==> config.mk <==
export PLATFORM = sky130hd
export DESIGN_NAME = tuning_command_parser_core
export DESIGN_NICKNAME = d
export VERILOG_FILES = /design/src/rtl/core/tcp_pkg.sv /design/src/rtl/core/tcp_frame_track.sv /design/src/rtl/core/tcp_value_calc.sv /design/src/rtl/core/tuning_command_parser_core.sv
export SDC_FILE = /design/constraint.sdc
export NUM_CORES = 1
export LEC_CHECK = 0
export BUFFER_PORTS_ARGS = -buffer_cell sky130_fd_sc_hd__buf_2
export CAP_MARGIN = 20
export CORE_ASPECT_RATIO = 2
export CORE_MARGIN = 2
export CORE_UTILIZATION = 55
export DETAILED_ROUTE_END_ITERATION = 12
export GPL_ROUTABILITY_DRIVEN = 0
export PLACE_DENSITY = 0.77
export SYNTH_ARGS = -nofsm -noshare
export SYNTH_HDL_FRONTEND = slang
export SYNTH_SLANG_ARGS = --single-unit
==> constraint.sdc <==
create_clock -name i_clk -period 17.7 [get_ports i_clk]
set_clock_uncertainty 0.15 [all_clocks]
set_input_delay 4.425 -clock i_clk [delete_from_list [all_inputs] [get_ports i_clk]]
set_output_delay 4.425 -clock i_clk [all_outputs]
set_load 0.02 [all_outputs]
==> src/rtl/core/tcp_pkg.sv <==
// ---------------------------------------------------------------------------
// tcp_pkg
// shared constants, types and helper functions of the tuning command parser
// ---------------------------------------------------------------------------
`default_nettype none

package tcp_pkg;

    localparam int unsigned POS_W         = 8;
    localparam int unsigned MAX_FRAME_DEF = 200;
    localparam int unsigned TAIL_D        = 10;
    localparam int unsigned DIG_N         = 9;
    localparam int unsigned TGT_W         = 4;
    localparam int unsigned PART_W        = 19;
    localparam int unsigned VAL_W         = 33;
    localparam int unsigned SUM_W         = 34;
    localparam int unsigned IN_TDATA_W    = 8;
    localparam int unsigned OUT_TDATA_W   = 40;

    localparam logic [7:0] CH_BANG  = 8'h21;
    localparam logic [7:0] CH_EQ    = 8'h3D;
    localparam logic [7:0] CH_MINUS = 8'h2D;
    localparam logic [7:0] CH_ZERO  = 8'h30;

    typedef logic [TGT_W-1:0] t_target;

    localparam t_target TGT_NONE = 4'd0;
    localparam t_target TGT_P1   = 4'd1;
    localparam t_target TGT_I1   = 4'd2;
    localparam t_target TGT_D1   = 4'd3;
    localparam t_target TGT_SPE  = 4'd4;
    localparam t_target TGT_P2   = 4'd5;
    localparam t_target TGT_I2   = 4'd6;
    localparam t_target TGT_D2   = 4'd7;
    localparam t_target TGT_POS  = 4'd8;
    localparam t_target TGT_RES  = 4'd9;

    // frame snapshot taken when the end marker arrives
    typedef struct packed {
        t_target                  target;
        logic                     ok;
        logic                     neg;
        logic [2:0]               int_cnt;
        logic [DIG_N-1:0][7:0]    tail;
    } t_frm;

    function automatic t_target decode_target(input logic [2:0][7:0] h);
        t_target t;
        t = TGT_NONE;
        if      (h[0] == "P" && h[1] == "1")                 t = TGT_P1;
        else if (h[0] == "I" && h[1] == "1")                 t = TGT_I1;
        else if (h[0] == "D" && h[1] == "1")                 t = TGT_D1;
        else if (h[0] == "S" && h[1] == "p" && h[2] == "e")  t = TGT_SPE;
        else if (h[0] == "P" && h[1] == "2")                 t = TGT_P2;
        else if (h[0] == "I" && h[1] == "2")                 t = TGT_I2;
        else if (h[0] == "D" && h[1] == "2")                 t = TGT_D2;
        else if (h[0] == "P" && h[1] == "o" && h[2] == "s")  t = TGT_POS;
        else if (h[0] == "R" && h[1] == "E" && h[2] == "S")  t = TGT_RES;
        return t;
    endfunction

    function automatic logic signed [PART_W-1:0] pow10(input logic [1:0] e);
        logic signed [PART_W-1:0] w;
        case (e)
            2'd0:    w = 19'sd1;
            2'd1:    w = 19'sd10;
            2'd2:    w = 19'sd100;
            2'd3:    w = 19'sd1000;
            default: w = 19'sd1;
        endcase
        return w;
    endfunction

    // byte taken as a digit: byte minus ascii zero, range -48..207
    function automatic logic signed [PART_W-1:0] digit(input logic [7:0] b);
        logic [8:0] d;
        d = {1'b0, b} - {1'b0, CH_ZERO};
        return PART_W'($signed(d));
    endfunction

endpackage

`default_nettype wire

==> src/rtl/core/tcp_frame_track.sv <==
// ---------------------------------------------------------------------------
// tcp_frame_track
// frame position, head bytes, tail window and value start; snapshots a frame
// into a register when the end marker is accepted
// ---------------------------------------------------------------------------
`default_nettype none

module tcp_frame_track #(
    parameter int unsigned MAX_FRAME = tcp_pkg::MAX_FRAME_DEF
) (
    input  wire logic          i_clk,
    input  wire logic          i_rst_n,
    input  wire logic          i_valid,
    output logic               o_ready,
    input  wire logic [7:0]    i_byte,
    output logic               o_valid,
    input  wire logic          i_ready,
    output tcp_pkg::t_frm      o_frm
);

    localparam logic [tcp_pkg::POS_W-1:0] POS_MAX = tcp_pkg::POS_W'(MAX_FRAME);

    logic [tcp_pkg::POS_W-1:0]              r_pos, n_pos;
    logic [tcp_pkg::POS_W-1:0]              r_start, n_start;
    logic [2:0][7:0]                        r_head, n_head;
    logic [tcp_pkg::TAIL_D-1:0][7:0]        r_tail, n_tail;
    logic                                   r_valid;
    tcp_pkg::t_frm                          r_frm;

    logic                                   take;
    logic                                   is_bang;
    logic                                   in_frame;
    logic [2:0][7:0]                        head_upd;
    logic [tcp_pkg::POS_W-1:0]              span;
    logic [tcp_pkg::POS_W-1:0]              span_m1;
    logic [tcp_pkg::POS_W-1:0]              n_len;
    logic [tcp_pkg::POS_W-1:0]              len_m5;
    logic                                   span_ok;
    logic [7:0]                             first;
    tcp_pkg::t_frm                          frm;

    assign o_ready = !r_valid || i_ready;
    assign take    = i_valid && o_ready;
    assign is_bang = (i_byte == tcp_pkg::CH_BANG);
    assign in_frame = (r_pos < POS_MAX);

    always_comb begin
        head_upd = r_head;
        if (r_pos < 8'd3) begin
            head_upd[r_pos[1:0]] = i_byte;
        end
        span    = r_pos - r_start;
        span_m1 = span - 8'd1;
        span_ok = in_frame && (span != 8'd0) && (span <= 8'(tcp_pkg::TAIL_D));
        first   = span_ok ? r_tail[span_m1[3:0]] : 8'd0;
        frm.neg = span_ok && (first == tcp_pkg::CH_MINUS);
        n_len   = frm.neg ? span_m1 : span;
        len_m5  = n_len - 8'd5;
        frm.ok  = span_ok && (n_len >= 8'd6) && (n_len <= 8'd9);
        frm.int_cnt = len_m5[2:0];
        frm.target  = tcp_pkg::decode_target(head_upd);
        frm.tail    = r_tail[tcp_pkg::DIG_N-1:0];
    end

    always_comb begin
        n_pos   = r_pos;
        n_start = r_start;
        n_head  = r_head;
        n_tail  = r_tail;
        if (take) begin
            if (is_bang) begin
                n_pos   = '0;
                n_start = '0;
                n_head  = '0;
                n_tail  = '0;
            end else if (in_frame) begin
                n_head = head_upd;
                if (i_byte == tcp_pkg::CH_EQ) begin
                    n_start = r_pos + 8'd1;
                end
                n_tail = {r_tail[tcp_pkg::TAIL_D-2:0], i_byte};
                n_pos  = r_pos + 8'd1;
            end
        end
    end

    always_ff @(posedge i_clk) begin
        if (!i_rst_n) begin
            r_pos   <= '0;
            r_start <= '0;
            r_head  <= '0;
            r_tail  <= '0;
            r_valid <= 1'b0;
        end else begin
            r_pos   <= n_pos;
            r_start <= n_start;
            r_head  <= n_head;
            r_tail  <= n_tail;
            r_valid <= (take && is_bang) || (r_valid && !i_ready);
        end
    end

    always_ff @(posedge i_clk) begin
        if (take && is_bang) begin
            r_frm <= frm;
        end
    end

    assign o_valid = r_valid;
    assign o_frm   = r_frm;

endmodule

`default_nettype wire

==> src/rtl/core/tcp_value_calc.sv <==
// ---------------------------------------------------------------------------
// tcp_value_calc
// weighted digit sums, scaling by 10000 and sign; holds the result register
// ---------------------------------------------------------------------------
`default_nettype none

module tcp_value_calc (
    input  wire logic                          i_clk,
    input  wire logic                          i_rst_n,
    input  wire logic                          i_valid,
    output logic                               o_ready,
    input  wire tcp_pkg::t_frm                 i_frm,
    output logic                               o_valid,
    input  wire logic                          i_ready,
    output tcp_pkg::t_target                   o_target,
    output logic signed [tcp_pkg::VAL_W-1:0]   o_value
);

    logic                                   r_v2;
    logic signed [tcp_pkg::PART_W-1:0]      r_ipart;
    logic signed [tcp_pkg::PART_W-1:0]      r_fpart;
    logic                                   r_neg;
    tcp_pkg::t_target                       r_tgt2;
    logic                                   r_vo;
    tcp_pkg::t_target                       r_tgt;
    logic signed [tcp_pkg::VAL_W-1:0]       r_val;

    logic                                   out_ready;
    logic signed [tcp_pkg::PART_W-1:0]      isum;
    logic signed [tcp_pkg::PART_W-1:0]      fsum;
    logic signed [tcp_pkg::SUM_W-1:0]       mag;
    logic signed [tcp_pkg::SUM_W-1:0]       sval;

    assign out_ready = !r_vo || i_ready;
    assign o_ready   = !r_v2 || out_ready;

    always_comb begin
        isum = '0;
        fsum = '0;
        for (int j = 0; j < 4; j++) begin
            fsum = fsum + tcp_pkg::digit(i_frm.tail[j]) * tcp_pkg::pow10(2'(j));
            if (3'(j) < i_frm.int_cnt) begin
                isum = isum + tcp_pkg::digit(i_frm.tail[5 + j]) * tcp_pkg::pow10(2'(j));
            end
        end
        if (!i_frm.ok) begin
            isum = '0;
            fsum = '0;
        end
    end

    always_comb begin
        mag  = tcp_pkg::SUM_W'(r_ipart) * 34'sd10000 + tcp_pkg::SUM_W'(r_fpart);
        sval = r_neg ? -mag : mag;
    end

    always_ff @(posedge i_clk) begin
        if (!i_rst_n) begin
            r_v2 <= 1'b0;
            r_vo <= 1'b0;
        end else begin
            if (o_ready) begin
                r_v2 <= i_valid;
            end
            if (out_ready) begin
                r_vo <= r_v2;
            end
        end
    end

    always_ff @(posedge i_clk) begin
        if (o_ready && i_valid) begin
            r_ipart <= isum;
            r_fpart <= fsum;
            r_neg   <= i_frm.neg;
            r_tgt2  <= i_frm.target;
        end
        if (out_ready && r_v2) begin
            r_tgt <= r_tgt2;
            r_val <= sval[tcp_pkg::VAL_W-1:0];
        end
    end

    assign o_valid  = r_vo;
    assign o_target = r_tgt;
    assign o_value  = r_val;

endmodule

`default_nettype wire

==> src/rtl/core/tuning_command_parser_core.sv <==
// ---------------------------------------------------------------------------
// tuning_command_parser_core
// parses tuning command frames KEY=[-]dddd.dddd! (one to four integer digits) into a target and a value
// ---------------------------------------------------------------------------
// input channel s_axis carries one received byte per item; output channel
// m_axis carries one result item for every end marker byte.
// a byte is taken every cycle while s_axis_tready is high; frame state updates
// on the edge that accepts the byte, so throughput is one byte per cycle.
// the edge that accepts an end marker loads the frame snapshot register; the
// item then moves to the digit sum register and on to the result register,
// where the value is scaled by 10000 and signed and m_axis_tvalid rises.
// the three result stages form an elastic pipeline: when m_axis_tready is low
// the stages fill, and s_axis_tready drops only once all three hold an item;
// from then on every byte waits, end marker or not, until a result leaves.
// synchronous reset clears the frame position, head bytes, tail window,
// value start and all stage valid flags; the next byte starts a new frame.
// ---------------------------------------------------------------------------
`default_nettype none

module tuning_command_parser_core #(
    parameter int unsigned MAX_FRAME = tcp_pkg::MAX_FRAME_DEF
) (
    input  wire logic                                i_clk,
    input  wire logic                                i_rst_n,
    input  wire logic                                s_axis_tvalid,
    output logic                                     s_axis_tready,
    // [7:0] rx_byte
    input  wire logic [tcp_pkg::IN_TDATA_W-1:0]      s_axis_tdata,
    output logic                                     m_axis_tvalid,
    input  wire logic                                m_axis_tready,
    // [3:0] target_select, [36:4] value, [39:37] zero
    output logic [tcp_pkg::OUT_TDATA_W-1:0]          m_axis_tdata
);

    logic                                   frm_valid;
    logic                                   calc_ready;
    tcp_pkg::t_frm                          frm;
    tcp_pkg::t_target                       res_target;
    logic signed [tcp_pkg::VAL_W-1:0]       res_value;

    tcp_frame_track #(
        .MAX_FRAME (MAX_FRAME)
    ) u_frame (
        .i_clk   (i_clk),
        .i_rst_n (i_rst_n),
        .i_valid (s_axis_tvalid),
        .o_ready (s_axis_tready),
        .i_byte  (s_axis_tdata),
        .o_valid (frm_valid),
        .i_ready (calc_ready),
        .o_frm   (frm)
    );

    tcp_value_calc u_calc (
        .i_clk    (i_clk),
        .i_rst_n  (i_rst_n),
        .i_valid  (frm_valid),
        .o_ready  (calc_ready),
        .i_frm    (frm),
        .o_valid  (m_axis_tvalid),
        .i_ready  (m_axis_tready),
        .o_target (res_target),
        .o_value  (res_value)
    );

    assign m_axis_tdata = {3'b000, res_value, res_target};

    // an accepted end marker always lands in the snapshot register
    a_bang_captured: assert property (@(posedge i_clk) disable iff (!i_rst_n)
        (s_axis_tvalid && s_axis_tready && s_axis_tdata == tcp_pkg::CH_BANG)
        |=> frm_valid)
        else $error("end marker not captured");

    // a stalled snapshot is held unchanged
    a_frm_hold: assert property (@(posedge i_clk) disable iff (!i_rst_n)
        (frm_valid && !calc_ready) |=> (frm_valid && $stable(frm)))
        else $error("frame snapshot lost under stall");

    // input backpressure only while the snapshot register is occupied
    a_ready_low: assert property (@(posedge i_clk) disable iff (!i_rst_n)
        !s_axis_tready |-> frm_valid)
        else $error("input stalled with empty pipeline");

    // decoded target stays within the defined codes
    a_target_range: assert property (@(posedge i_clk) disable iff (!i_rst_n)
        m_axis_tvalid |-> (m_axis_tdata[3:0] <= tcp_pkg::TGT_RES))
        else $error("target code out of range");

endmodule

`default_nettype wire
Yosys cells after proc, flatten, opt, wreduce, memory -nomap -nowiden
Index checks and enable logic that the tools add are counted.
- output and inout port bits: 42
- logic and storage cells: 166
- flip-flop bits (word level): 276
- input bits: 12
- $mul: 8
- eq/ne operators: 16
- mux-type cells: 34
- order comparisons: 12
- add/sub/neg operators: 20
- reductions and logical operators: 38
- operators by type and width (kind ; number):
    two-way mux 80 bit ; 2
    two-way mux 19 bit ; 8
    adder 19 bit ; 5
    equality test 8 x 7 -> 1 bit, second input constant ; 11
    multiplier 9 x 19 -> 19 bit ; 4
    two-way mux 24 bit ; 3
    two-way mux 8 bit ; 9
    subtractor 8 x 6 -> 9 bit, second input constant ; 8
    equality test 8 x 6 -> 1 bit, second input constant ; 5
    adder 33 x 19 -> 33 bit ; 1
    two-way mux 33 bit ; 1
    negator 33 bit ; 1
    binary-select mux 8 bit (select 4 bit) ; 1
    multiplier 19 x 11 -> 29 bit, second input constant ; 1
    bitwise mux 24 bit ; 1
    logical AND 1 bit ; 23
    demux 8 bit (select 2 bit) ; 1
    <= comparator 8 x 4 -> 1 bit, second input constant ; 2
    multiplier 9 x 8 -> 16 bit, second input constant ; 1
    adder 9 x 14 -> 15 bit ; 1
    multiplier 9 x 6 -> 15 bit, second input constant ; 1
    multiplier 9 x 4 -> 13 bit, second input constant ; 1
    two-way mux 3 bit ; 4
    adder 8 x 1 -> 8 bit, second input constant ; 1
    other kinds (21) ; 32

Logic depth before layout (Yosys ltp)
- depth after elaboration: 17
- depth in mapped cells: 41
- gate-level depth less buffers: 41

Modules after synthesis
A second synthesis with hierarchy kept.
- cells, all modules: 2657
- area, all modules: 26576.7 um2
- modules (own cells, without submodules) (module ; cells each ; area each (um2) ; times used ; seq. area each (um2)):
    tcp_value_calc ; 1882 ; 17872.1 ; 1 ; 2442.3
    tcp_frame_track ; 771 ; 8678.3 ; 1 ; 4854.7
    tuning_command_parser_core ; 4 ; 26.3 ; 1 ; 0.0

Worst setup path before layout
Ideal clock, no wire load.
- path type: in2out
- start point: in m_axis_tready
- end point: out s_axis_tready
- cell stages on the path: 2
- buffers on the path: 0
- arrival time: 4.905 ns
- setup slack: 8.220 ns
- required time: 13.125 ns
- cell sequence: nor2b_1 > nand3_1
- longest elaborated chain between the ends: 3
- RTL lines (what ; RTL line ; source):
    from (decl) ; tuning_command_parser_core.sv:30 ; input wire logic m_axis_tready,
    logical OR 1 bit ; tcp_value_calc.sv:34 ; assign out_ready = !r_vo || i_ready;
    logical OR 1 bit ; tcp_value_calc.sv:35 ; assign o_ready = !r_v2 || out_ready;
    logical OR 1 bit ; tcp_frame_track.sv:42 ; assign o_ready = !r_valid || i_ready;
    to (decl) ; tuning_command_parser_core.sv:26 ; output logic s_axis_tready,
No other way between the ends.

Final worst setup path
- start point: reg u_frame.r_frm (netlist bit u_frame.o_frm[74])
- end point: reg u_calc.r_ipart[18] in the netlist's numbering (data pin)
- longest elaborated chain between the ends: 8
- elaborated cells on any way between the ends: 11
- classes of those cells: 3 x add/sub; 4 x order compare; 4 x mux
- RTL lines (what ; RTL line ; source):
    from (decl) ; tcp_frame_track.sv:28 ; tcp_pkg::t_frm r_frm;
    from (signal assigned) ; tcp_frame_track.sv:105 ; r_frm <= frm;
    < comparator 1 x 3 -> 1 bit ; tcp_value_calc.sv:42 ; if (3'(j) < i_frm.int_cnt) begin
    two-way mux 19 bit ; tcp_value_calc.sv:42 ;
    adder 19 bit ; tcp_value_calc.sv:43 ; isum = isum + tcp_pkg::digit(i_frm.tail[5 + j]) * tcp_pkg::pow10(2'(j));
    two-way mux 19 bit ; tcp_value_calc.sv:42 ;
    adder 19 bit ; tcp_value_calc.sv:43 ;
    two-way mux 19 bit ; tcp_value_calc.sv:42 ;
    adder 19 bit ; tcp_value_calc.sv:43 ;
    two-way mux 19 bit * ; tcp_value_calc.sv:42 ;
    to (signal assigned) ; tcp_value_calc.sv:73 ; r_ipart <= isum;
    to (decl) ; tcp_value_calc.sv:20 ; logic signed [tcp_pkg::PART_W-1:0] r_ipart;
Mark *: on every way between the ends. The rest lies on a longest branch, timed or not.
A chain may end at the register's enable or synchronous reset.

==> parameters.txt <==
Parameter                              Value

Worst setup path
  Most used cell, CP    ha_1
  Type of the worst setup path    reg -> reg
  Required time of the critical path    between 15000 and 20000 ps
  Critical path data arrival time    10900 ps
  R2R Path Start    u_frame.o_frm[74]
  Worst setup slack for register-to-register paths    ~7000 ps
  Slowest stage delay, CP    between 700 and 800 ps
  Critical path origin    u_frame.o_frm[74]
  Maximum fanout along the worst path    20
  Slowest stage cell, crit path    edfxtp_1
  Element type at the critical path end    register
  Type of element launching the critical path    register

Timing
  Fraction of the cycle the final worst path needs    between 60% and 70%
  Fmax achieved    between 90 and 100 MHz
  Number of setup violations in the final report    0
  WHS    roughly 280 ps
  Final-report hold violation count    0
  Total negative setup slack    0 ps
  Relative slew slack    between 20 and 30%
  Slew at the pin with the worst max-slew slack    approximately 1000 ps
  Setup repair after global routing missed its margin    no
  Final Max Tran Viols    0
  Minimum clock period after layout    between 10000 and 15000 ps

Global routing
  Largest net degree at the start of global routing    89
  Global routing usage summed across all routing layers    approximately a quarter
  Vias in the first global route    slightly above 20000
  Antenna violations before repair    0
  Total overflow reported by the global router    0
  Global-route wire length before repair    roughly 97000 um

Clock tree
  Num Clock Sinks    about 280
  Post-cts gate resize count    0
  Number of buffers inserted by hold repair at cts    0
  Later-pin clock latency in the skew report    approximately 590 ps
  Setup Fix Bufs, Post-CTS    0
  Clk slew on worst S/H paths    roughly 70 ps
  CTS Buffer Depth    3
  Clock tree from TritonCTS    done
  CTS Root Buffer Type    clkbuf_16
  CTS H-Tree Depth    1
  Total CTS buffers    27

Synth
  Number of warnings issued by yosys    0
  Share of the synthesized netlist area taken by xor and xnor gates    7.01%
  Fraction of synthesized area in multiplexers    1.01%
  Syn_area_per_cell    between 9 and 10 um^2
  Share of synthesized flip-flops with an asynchronous set or reset    0%
  Total standard cell area after synthesis    between 20000 and 30000 um^2
  Fraction of the mapped netlist area in simple logic gates    a little under an eighth
  Gate count of the mapped netlist    roughly 2600
  Post-synth cell types    between 80 and 90
  Compound-Gate Fraction of Synth Area    a little over an eighth
  Number of register bits inferred by synthesis    between 200 and 300
  Share of the yosys chip area belonging to registers    27.6%
  Combinational family with the most area after synthesis    adder cells
  Adder-cell share of the synthesized area    between 30% and 40%
  Dominant register cell in the synthesized netlist    edfxtp_1
  Number of flops mapped to enable cells by yosys    ~150

Drt
  DR vias    roughly 20000
  Pre-Repair DR Iteration Count    7
  Number of DRC markers in iteration 0    around 970
  Via density per instance    ~6
  Detailed-route wire length    about 60000 um
  Number of routed nets with antenna violations    0
  DRC Markers    0
  Routed wire per std cell    18.1 um

Cells and area
  Post-route cell area    roughly 27000 um^2
  N_diodes    0
  Final-stage net count    3260
  Share of final-layout standard cells stronger than drive strength 1    ~5.6%
  Layout-stage area growth over the synthesis result    7.30%
  Layout fillers    roughly 3800
  Finished Core Util    approximately 60%

Floorplan
  Placeable core region    about 46000 um^2
  Die Outline Area    between 40000 and 50000 um^2
  Horiz. Die Dim    157 um
  Die Span Y    roughly 310 um
  Starting Density    about 56%
  FP Rows    about 110
  Count of pins on the block boundary    54

Place
  Quantity of I/O buffers inserted on ports    50
  Detailed Place HPWL    slightly below 50000 um
  Placed standard-cell area    approximately 27000 um^2

Power
  VDD IR-drop max    approximately 0.092 mV
  Total power of the final layout    around 1400 uW
  Leakage power summed over all cells    approximately 0.012 uW
  Power per cell area    52.1 nW/um^2

Flow run
  Max_cap viols    0

Min path
  Launch point of the worst hold path    u_calc.r_tgt2[0]
  Path category of the worst min-delay check    reg -> reg

Status
  Result of the run    finished, final reports clean
[synthesized netlist by cell type, types with 9 or more instances]
cell	instances	area (um^2)
a211oi_1	22	165
a21boi_0	11	82.6
a21o_1	34	255
a21oi_1	136	681
a22oi_1	98	736
a31oi_1	23	144
and2_1	15	93.8
and3_1	18	113
clkbuf_1	57	214
dfxtp_1	123	2460
edfxtp_1	153	4590
fa_1	167	3340
ha_1	412	5150
inv_1	351	1320
mux2i_1	18	180
nand2_1	123	462
nand2b_1	18	113
nand3_1	35	175
nand3b_1	10	75.1
nand4_1	9	56.3
nor2_1	230	863
nor2b_1	26	163
nor3_1	54	270
nor4_1	11	68.8
o21a_1	14	105
o21ai_0	84	420
o21bai_1	21	158
o31ai_1	10	75.1
or3_1	11	68.8
xnor2_1	142	1240
xor2_1	63	552
[cells by family after synthesis]
| kind of cell | after synthesis |
|---|---|
| AND/OR/NAND/NOR | 615 |
| adder cells (fa/ha/maj) | 579 |
| AO/OA/AOI/OAI | 520 |
| buffers and inverters | 416 |
| flip-flops | 276 |
| XOR/XNOR | 205 |
| multiplexers | 25 |
| other | 1 |
[path summary, 6_finish.rpt]
kind,end,depth (start not counted)
max reg2reg,u_calc.r_ipart[18],37
max,u_calc.r_ipart[18],37
min reg2reg,u_calc.o_target[0],0
min,u_calc.o_target[0],0
[sequential cells by signal (all words and copies together), names as in the netlist]
signal,cells
u_frame.r_head,24
u_frame.frm,72
u_frame.r_start,8
u_calc.r_v2,1
u_calc.r_ipart,19
u_calc.r_fpart,19
u_frame.o_frm,73
u_frame.o_valid,1
u_calc.o_valid,1
u_frame.r_pos,8
u_calc.r_neg,1
u_calc.o_target,4
u_calc.r_tgt2,4
u_frame.r_tail,8
u_calc.o_value,33
[layout make-up]
cell class	count	area, um^2	share of cell area (%)
Sequential cell	276	7060	25.7
Clock buffer	32	747	2.72
Multi-Input combinational cell	1948	17000	62.0
Inverter	352	1320	4.81
Timing Repair Buffer	64	375	1.37
Clock inverter	18	171	0.624
Tap cell	621	777	2.83
[cell usage in the layout (no fill, tap or decap), types with 63 or more instances in the layout]
cell / n
edfxtp_1: 153
nand2_1: 123
nor2_1: 230
fa_1: 167
inv_1: 350
xnor2_1: 142
ha_1: 412
xor2_1: 63
a22oi_1: 98
o21ai_0: 84
dfxtp_1: 123
a21oi_1: 136
[layer usage]
metal	vias to the layer above	GRT usage, %	wire, um
met5	-	0	0
met4	0	18.4	4880
met3	301	2.69	2110
met2	605	50.3	33700
met1	9275	22.3	19300
li1	9248	-	-
[metrics by stage]
stage / setup slack [ps] / std cells
finish: 6970 / 3311
global route: 6360 / 3311
CTS: 7070 / 3310
detailed placement: 7130 / 3260
global placement: 7470 / 3260
floorplan: 8220 / 2640
[critical path: cells and delay by family, from the launching register on]
family / cells / cell delay [ps]
AOI/OAI and AO/OA: 9 / 1950
xor gates and xnor gates: 4 / 540
adders and majority gates: 12 / 4610
buffers and inverters: 3 / 170
DFF: 1 / 720
muxes: 2 / 640
and+or+nand+nor: 7 / 1700
[report_power, final]
| group | switching [uW] | total [uW] | internal (uW) |
|---|---|---|---|
| Combinational | 94.9 | 154 | 59.5 |
| Clock | 270 | 596 | 326 |
| Sequential | 5.38 | 682 | 676 |
| Total | 370 | 1430 | 1060 |
Note: power is estimated with default switching activity, not from simulation.
